### src/rtl/otlt_pkg.sv
`timescale 1ns / 1ps
`default_nettype none
// ----------------------------------------------------------------------------
// otlt_pkg: shared types for the owner-tagged lock table
// Operation codes and the packed request and response beats.
// ----------------------------------------------------------------------------
package otlt_pkg;

  localparam int unsigned RES_W   = 4;
  localparam int unsigned OWNER_W = 16;

  typedef enum logic [1:0] {
    KIND_CLAIM   = 2'd0,
    KIND_FREE    = 2'd1,
    KIND_RELEASE = 2'd2,
    KIND_QUERY   = 2'd3
  } kind_t;

  typedef struct packed {
    kind_t              kind;
    logic [RES_W-1:0]   resource;
    logic [OWNER_W-1:0] caller_id;
  } in_t;

  typedef struct packed {
    logic               refused;
    logic               locked_for_caller;
    logic [OWNER_W-1:0] owner;
  } out_t;

endpackage
`default_nettype wire

### src/rtl/owner_tagged_lock_table.sv
`timescale 1ns / 1ps
`default_nettype none
// ----------------------------------------------------------------------------
// owner_tagged_lock_table: table of resource locks tagged with an owner id
// Claim, free, release-all-by-owner and query on a table held in flip-flops.
// ----------------------------------------------------------------------------
// An accepted input beat passes through the input register, then the result
// register, to its result beat.
// Throughput: one beat per cycle while the result beat is taken; the table
// update and the parallel owner compare of release-all are both combinational.
// Reset: synchronous, active low; it empties the pipeline and clears every
// locked flag and every stored owner id.
module owner_tagged_lock_table
  import otlt_pkg::*;
#(
  parameter int unsigned NUM_RESOURCES = 16
) (
  input  wire logic clk,
  input  wire logic rst_n,
  input  wire logic in_valid,
  output logic      in_ready,
  input  wire in_t  in_data,
  output logic      out_valid,
  input  wire logic out_ready,
  output out_t      out_data
);

  // Index width for the table and a common width to bring the request's
  // resource field and the index together.
  localparam int unsigned IDX_W = (NUM_RESOURCES > 1) ? $clog2(NUM_RESOURCES) : 1;
  localparam int unsigned EXT_W = (IDX_W > RES_W) ? IDX_W : RES_W;

  // Input register stage.
  logic s1_valid_r;
  in_t  s1_data_r;

  // Result register stage.
  logic out_valid_r;
  out_t out_data_r;

  // Lock table state.
  logic [NUM_RESOURCES-1:0] flags_r;
  logic [NUM_RESOURCES-1:0] flags_nxt;
  logic [OWNER_W-1:0]       owners_r   [NUM_RESOURCES];
  logic [OWNER_W-1:0]       owners_nxt [NUM_RESOURCES];

  // The item in the input stage moves on whenever the result register is
  // empty or its beat is being taken this cycle.
  logic s1_adv;
  assign s1_adv   = s1_valid_r && (!out_valid_r || out_ready);
  assign in_ready = !s1_valid_r || s1_adv;

  // Decode of the held request.
  logic [EXT_W-1:0]   res_ext;
  logic [IDX_W-1:0]   idx;
  logic               in_range;
  logic [OWNER_W-1:0] who;
  logic               cur_flag;
  logic [OWNER_W-1:0] cur_owner;
  logic               new_flag;
  logic [OWNER_W-1:0] new_owner;
  logic               entry_we;
  logic               refused;
  out_t               result;

  assign res_ext  = EXT_W'(s1_data_r.resource);
  assign idx      = res_ext[IDX_W-1:0];
  assign in_range = 32'(s1_data_r.resource) < 32'(NUM_RESOURCES);
  assign who      = s1_data_r.caller_id;

  // Only entries reachable through the resource field are read here; the
  // out-of-range case is masked below, so the read value there is harmless.
  assign cur_flag  = flags_r[idx];
  assign cur_owner = owners_r[idx];

  // Work out the state of the addressed entry after the operation, and
  // whether the entry itself is to be written.
  always_comb begin
    new_flag  = cur_flag;
    new_owner = cur_owner;
    entry_we  = 1'b0;
    refused   = 1'b0;
    unique case (s1_data_r.kind)
      KIND_CLAIM: begin
        // A claim is refused only when the resource is out of range or another owner
        // holds the entry; the system id gets no privilege here.
        if (!in_range || (cur_flag && (cur_owner != who))) begin
          refused = 1'b1;
        end else begin
          new_flag  = 1'b1;
          new_owner = who;
          entry_we  = 1'b1;
        end
      end
      KIND_FREE: begin
        // A free on an unlocked entry succeeds and changes nothing.
        if (!in_range) begin
          refused = 1'b1;
        end else if (cur_flag) begin
          if ((cur_owner == who) || (who == '0)) begin
            new_flag = 1'b0;
            entry_we = 1'b1;
          end else begin
            refused = 1'b1;
          end
        end
      end
      KIND_RELEASE: begin
        // The table-wide clear below also covers the addressed entry.
        if (cur_owner == who) begin
          new_flag = 1'b0;
        end
      end
      KIND_QUERY: begin
      end
      default: begin
      end
    endcase
  end

  // Result beat: the addressed entry as it stands after the operation. A
  // nonzero caller sees its own lock as free; an unlocked entry reads owner 0.
  always_comb begin
    result.refused = refused;
    if (in_range) begin
      result.locked_for_caller = new_flag && !((new_owner == who) && (who != '0));
      result.owner             = new_flag ? new_owner : '0;
    end else begin
      result.locked_for_caller = 1'b0;
      result.owner             = '0;
    end
  end

  // Next table state. Release-all compares every stored owner in parallel,
  // locked or not; claim and free write the single addressed entry.
  always_comb begin
    for (int i = 0; i < NUM_RESOURCES; i++) begin
      flags_nxt[i]  = flags_r[i];
      owners_nxt[i] = owners_r[i];
      if (s1_adv) begin
        if ((s1_data_r.kind == KIND_RELEASE) && (owners_r[i] == who)) begin
          flags_nxt[i] = 1'b0;
        end
        if (entry_we && (idx == IDX_W'(i))) begin
          flags_nxt[i]  = new_flag;
          owners_nxt[i] = new_owner;
        end
      end
    end
  end

  // Control and table registers.
  always_ff @(posedge clk) begin
    if (!rst_n) begin
      s1_valid_r  <= 1'b0;
      out_valid_r <= 1'b0;
      flags_r     <= '0;
      for (int i = 0; i < NUM_RESOURCES; i++) begin
        owners_r[i] <= '0;
      end
    end else begin
      if (in_ready) begin
        s1_valid_r <= in_valid;
      end
      if (s1_adv) begin
        out_valid_r <= 1'b1;
      end else if (out_ready) begin
        out_valid_r <= 1'b0;
      end
      flags_r <= flags_nxt;
      for (int i = 0; i < NUM_RESOURCES; i++) begin
        owners_r[i] <= owners_nxt[i];
      end
    end
  end

  // Payload registers.
  always_ff @(posedge clk) begin
    if (in_ready && in_valid) begin
      s1_data_r <= in_data;
    end
    if (s1_adv) begin
      out_data_r <= result;
    end
  end

  assign out_valid = out_valid_r;
  assign out_data  = out_data_r;

  // A claim that was granted leaves its entry locked.
  a_claim_locks: assert property (@(posedge clk) disable iff (!rst_n)
    (s1_adv && (s1_data_r.kind == KIND_CLAIM) && !refused) |=> flags_r[$past(idx)])
    else $error("granted claim did not lock its entry");

  // A query never changes the table.
  a_query_stable: assert property (@(posedge clk) disable iff (!rst_n)
    (s1_adv && (s1_data_r.kind == KIND_QUERY)) |=> (flags_r == $past(flags_r)))
    else $error("query changed the lock flags");

  // Only claim and free can be refused.
  a_refuse_kind: assert property (@(posedge clk) disable iff (!rst_n)
    (s1_adv && ((s1_data_r.kind == KIND_RELEASE) || (s1_data_r.kind == KIND_QUERY)))
      |=> !out_data_r.refused)
    else $error("release-all or query reported refused");

  // With the result register empty the block always takes a new beat.
  a_ready_when_empty: assert property (@(posedge clk) disable iff (!rst_n)
    !out_valid_r |-> in_ready)
    else $error("input stalled while result register empty");

endmodule
`default_nettype wire
### config.mk
export PLATFORM = sky130hd
export DESIGN_NAME = owner_tagged_lock_table
export DESIGN_NICKNAME = d
export VERILOG_FILES = /design/src/rtl/otlt_pkg.sv /design/src/rtl/owner_tagged_lock_table.sv
export SDC_FILE = /design/constraint.sdc
export NUM_CORES = 1
export LEC_CHECK = 0
export ABC_CLOCK_PERIOD_IN_PS = 9300
export BUFFER_PORTS_ARGS = -buffer_cell sky130_fd_sc_hd__clkbuf_2
export CORE_ASPECT_RATIO = 0.6
export CORE_MARGIN = 2
export CORE_UTILIZATION = 50
export CTS_CLUSTER_SIZE = 24
export DETAILED_ROUTE_END_ITERATION = 7
export PLACE_DENSITY = 0.66
export SYNTH_ARGS = -nofsm -noshare
export SYNTH_HDL_FRONTEND = slang
export SYNTH_SLANG_ARGS = --single-unit
### constraint.sdc
create_clock -name clk -period 9.3 [get_ports clk]
set_input_delay 0.93 -clock clk [delete_from_list [all_inputs] [get_ports clk]]
set_output_delay 0.93 -clock clk [all_outputs]
set_load 0.02 [all_outputs]
# Word-level counts from Yosys, hierarchy flattened
# Memories as Yosys holds them, arrays and structs flattened. A register that Yosys moved wholly into a read port is not among the register bits.
# Index checks and enable logic that the tools add are counted.
# word_totals
in_bits	26
wordCells	258
reg_bits	58
output_inout_bits	20
ramBits	256
n_memories	1
# op_classes
muxes	100
n_eq_ne	36
n_reduce_logical	80
n_bitwise	16
order_cmp	1
# mem_list
memory	words	width	read_ports	rd_clocked_by_memory_dff	wr	line	rtl
owners_r	16	16	17	1	16	owner_tagged_lock_table.sv:44	logic [OWNER_W-1:0] owners_r [NUM_RESOURCES];
# ops
cell	n
$mux W16	50
$eq A16 B16 Y1	18
$mux W1	45
$logic_and A1 B1 Y1	37
$reduce_bool A2 Y1	17
$eq A4 B4 Y1 const B	8
$reduce_and A2 Y1	16
$eq A4 B3 Y1 const B	4
$logic_not A16 Y1	1
$ne A16 B16 Y1	1
$or A1 B1 Y1	16
$reduce_bool A16 Y1	1
$eq A4 B2 Y1 const B	2
$lt A4 B5 Y1 const B	1
$bmux W1 S4	1
$eq A4 B1 Y1 const B	1
$logic_not A4 Y1	1
$mux W4	1
$pmux W1 S2	2
$logic_not A1 Y1	3
$logic_or A1 B1 Y1	3
$pmux W1 S3	1
$eq A2 B1 Y1 const B	1
$eq A2 B2 Y1 const B	1
$logic_not A2 Y1	1

# Logic depth before layout (Yosys ltp)
# depth
word_depth	9
depth_mapped	17
ltp_nobuf	9

# Worst setup path after synthesis
# Ideal clock, no wire load.
# synth_timing
path_type	reg2reg
start	register with a tool-made name
end	register out_data_r (netlist bit out_data[6]), data pin
arrival_ps	3369
setup_ps	265
required_time_ps	9035
stages_incl_launch_ff	13
setup_slack_ps	5666
n_path_buf	5
period_less_slack_ps	3634
path_cell_list	dfxtp_1 > buf_2 > buf_6 > mux4_2 > xor2_1 > or3_1 > a311oi_2 > a31o_2 > buf_4 > buf_4 > mux2i_1 > buf_2 > nor2_1
# synth_lines
element	line	rtl
end signal, assigned	owner_tagged_lock_table.sv:183	out_data_r <= result;
end, declared	owner_tagged_lock_table.sv:39	out_t out_data_r;

==> out/metrics.csv <==
stage,metric,value,unit
cells_and_area,post-route cell area,18080,µm²
critical_path,critical path arrival,6000,ps
critical_path,Top delay family on crit path,multiplexers,
critical_path,WP data required,9630,ps
place,hpwl dp,40.00,mm
worst_hold_path,Hold Crit Depth,1,
power_and_ir_drop,Net Sw Frac,26.37,%
power_and_ir_drop,Int Pwr,2300,µW
cts,Post-CTS Setup Inserts,0,
cells_and_area,diodes inserted,0,
global_routing,global route overflow,0,
sta,fmax,176.3,MHz
yosys,"EDFF count, synth",40,
cells_and_area,FF+latch area,6775,µm²
place,cell area after placement,17010,µm²
cts,Num Clock Sinks,318,
cells_and_area,Multi-input gate area,9149,µm²
die,Starting Density,51.10,%
yosys,Post-Syn Nets,1494,
routing,Detailed Route WL,59.32,mm
sta,"Slew Viols, Final",0,
critical_path,critical path depth,11,
cells_and_area,most frequent cells in the layout,"275 x dfxtp_1, 227 x o2bb2ai_1, 206 x xor2_1",
global_routing,met2 GRT Util,42.64,%
routing,per-cell routed wire length,31.23,µm
outcome,outcome,completed,
run,max cap viols,0,
global_routing,first-pass GRT wire length,85.36,mm
die,Site Rows,51,
global_routing,number of antenna violations at the first check in global routing,1,
yosys,Area contributors post-synth,"dfxtp_1 33%, o2bb2ai_1 12%, xor2_1 11%, edfxtp_1 7.2%, mux4_2 6.1%",
critical_path,Worst setup SP type,flop,
die,Core Region,32670,µm²
yosys,Post-synth ARST share,0,%
cells_and_area,Final nets,1454,
yosys,Yosys top cell by area,dfxtp_1,
sta,final hold viol count,0,
sta,"Setup violations, final",0,
yosys,ys flop type,dfxtp_1,
critical_path,crit path cell chain,buf_4 -> mux4_2 -> mux2i_1 -> xnor2_1 -> nor4_1 -> a41oi_1 -> a211oi_4 -> a31o_2 -> mux2i_2 -> buf_4 -> nor2_1,
power_and_ir_drop,Comb pwr share,11.3,%
cts,clk slew on worst S/H paths,60,ps
yosys,sequential share of the synthesized area,40.53,%
cts,H-tree Lvls,1,
cells_and_area,share of the core filled with cells,55.33,%
place,PortBufs,45,
cts,post-cts sizing count,0,
sta,minimum clock period,5672,ps
power_and_ir_drop,register share of total power,45.7,%
routing,drt drc,0,
routing,Vias/cell,6.795,
yosys,synthesized area,16700,µm²
routing,TritonRoute pass-1 iters,5,
die,Die W,239.9,µm
global_routing,gr usage total,33.52,%
sta,RSZ-0062 raised after global routing,false,
routing,via count,12903,
cts,clock insertion delay at the later pin of the skew report,580,ps
yosys,Yosys top cell area share,33.33,%
global_routing,met3 usage,14.21,%
critical_path,CP Class,reg -> reg,
critical_path,largest fanout on the critical path,43,
cts,CTS tree,done,
cts,clock buffer count from CTS,30,
sta,setup_tns,0,ps
cts,clock root buffer,clkbuf_16,
routing,Initial DRC Count,1875,
critical_path,critical path buffer and inverter count,2,
die,Die Y-Extent,145.5,µm
routing,"antenna viol nets, final",0,
critical_path,CP most frequent cell,buf_4,
sta,hold_ws,496.6,ps
cells_and_area,filler instances,2774,
yosys,Yosys cell types,52,
critical_path,Critical Path End Type,flop,
power_and_ir_drop,Power per Cell Area,172.8,nW/µm²
global_routing,most used routing layer in global routing,met1,
yosys,Syn Area/Cell,11.37,µm²
global_routing,vias in the first global route,12031,
yosys,Mapped Cells,1468,
die,DIE AREA,34920,µm²
power_and_ir_drop,Leak,0.006552,µW
worst_hold_path,hold crit path type,reg -> reg,
global_routing,pin count of the biggest net entering global routing,47,
place,GPL Wtd Cong,0.9654,
power_and_ir_drop,Psw,823.5,µW
global_routing,grt met1 use,50.80,%
die,I/O pin total,46,
cells_and_area,Layout area overhead,8.273,%
yosys,synth warn,0,
sta,ratio of final minimum period to clock period,60.99,%
power_and_ir_drop,worst vdd ir,151.9,µV
cells_and_area,share of layout cells above drive strength 1,17.87,%
sta,clk_skew,17.00,ps
critical_path,"Slowest-stage cell, CP",mux2i_2,
cts,CTS Buffer Depth,3,
sta,worst-margin pin slew,1331,ps
critical_path,Max stage delay on crit path,980,ps
cts,cts hold-fix bufs,0,
critical_path,Worst R2R Path Depth,11,
sta,worst relative slew slack,9.479,%
yosys,number of synthesized register bits,318,
power_and_ir_drop,clock share of power,43.0,%
cells_and_area,"commonest non-fill, non-tap cell in the layout",dfxtp_1,
## path summary, 6_finish.rpt
check,endpoint,start,slack [ps]
max,out_data[13],flop,3630
max reg2reg,out_data[13],flop,3630
min,owners_r[3][10],owners_r[3][10],500
min reg2reg,owners_r[3][10],owners_r[3][10],500
## through the flow
step | worst slack [ps] | total power [µW] | instances
final | 3628 | 3123 | 1899
after global routing | 3529 | 3201 | 1899
after CTS | 3682 | 3120 | 1899
after detailed placement | 3690 | 1798 | 1846
after global placement | 3852 | 1797 | 1846
after floorplan | 5666 | 1681 | 1468
## power groups by stage
| stage | registers, µW | clock network, µW | logic [µW] |
|---|---|---|---|
| after floorplan | 1450 | 0 | 233 |
| after global placement | 1460 | 0 | 338 |
| after detailed placement | 1460 | 0 | 339 |
| after CTS | 1430 | 1350 | 340 |
| after global routing | 1430 | 1410 | 363 |
| final | 1430 | 1340 | 352 |
## per-layer routing
layer  share of wire [%]  vias to the layer above
met4                 3.1                        0
met5                   0                        -
li1                    -                     5465
met1                  44                     6472
met3                  15                      111
met2                  37                      855
## final cells by class
type	instances	area share (%)
sequential	318	37.48
multi-input combinational	987	50.61
timing repair buffer	80	2.699
tap	450	3.115
clock inverter	12	1.038
inverter	11	0.2284
clock buffer	41	4.831
## cell families (layout without fill, tap and decap cells)
family                    count (synthesis)  count (layout)  synth area share (%)
AOI/OAI and AO/OA                       356             356                 19.81
xor gates and xnor gates                291             291                 15.27
buffers and inverters                   163             144                 5.141
DFF                                     318             318                 40.53
muxes                                   136             136                 12.43
and+or+nand+nor                         204             204                 6.820
## flip-flops by register name, summed over array words and instances (netlist names), named ones only
signal / cells
who: 16
s1_valid_r: 1
flags_r: 16
out_valid: 1
owners_r: 256
idx: 4
s1_data_r: 2
out_data: 18
## worst register-to-register path: stages (launching register included)
cell	delay [ps]
dfxtp_4	870
buf_4	630
mux4_2	470
mux2i_1	270
xnor2_1	90
nor4_1	450
a41oi_1	150
a211oi_4	360
a31o_2	720
mux2i_2	990
buf_4	350
nor2_1	70
## synth_stat cells, types with 5 or more instances
cell type	instances
nor2_1	27
o2bb2ai_2	46
buf_2	43
o2bb2ai_1	227
nand4_1	19
clkbuf_1	43
edfxtp_1	40
nor2b_1	14
xor2_1	206
or4_1	16
mux4_2	45
buf_4	15
nand3_1	40
mux4_1	8
o21ai_0	7
mux2i_1	68
nand2_1	18
xnor2_1	85
o31a_1	16
buf_1	34
buf_6	16
mux2_2	14
a211oi_1	5
nor4_1	53
a22oi_1	10
dfxtp_1	278
a21oi_1	10
inv_1	11
o21a_1	18
Note: power is estimated with default switching activity, not from simulation.
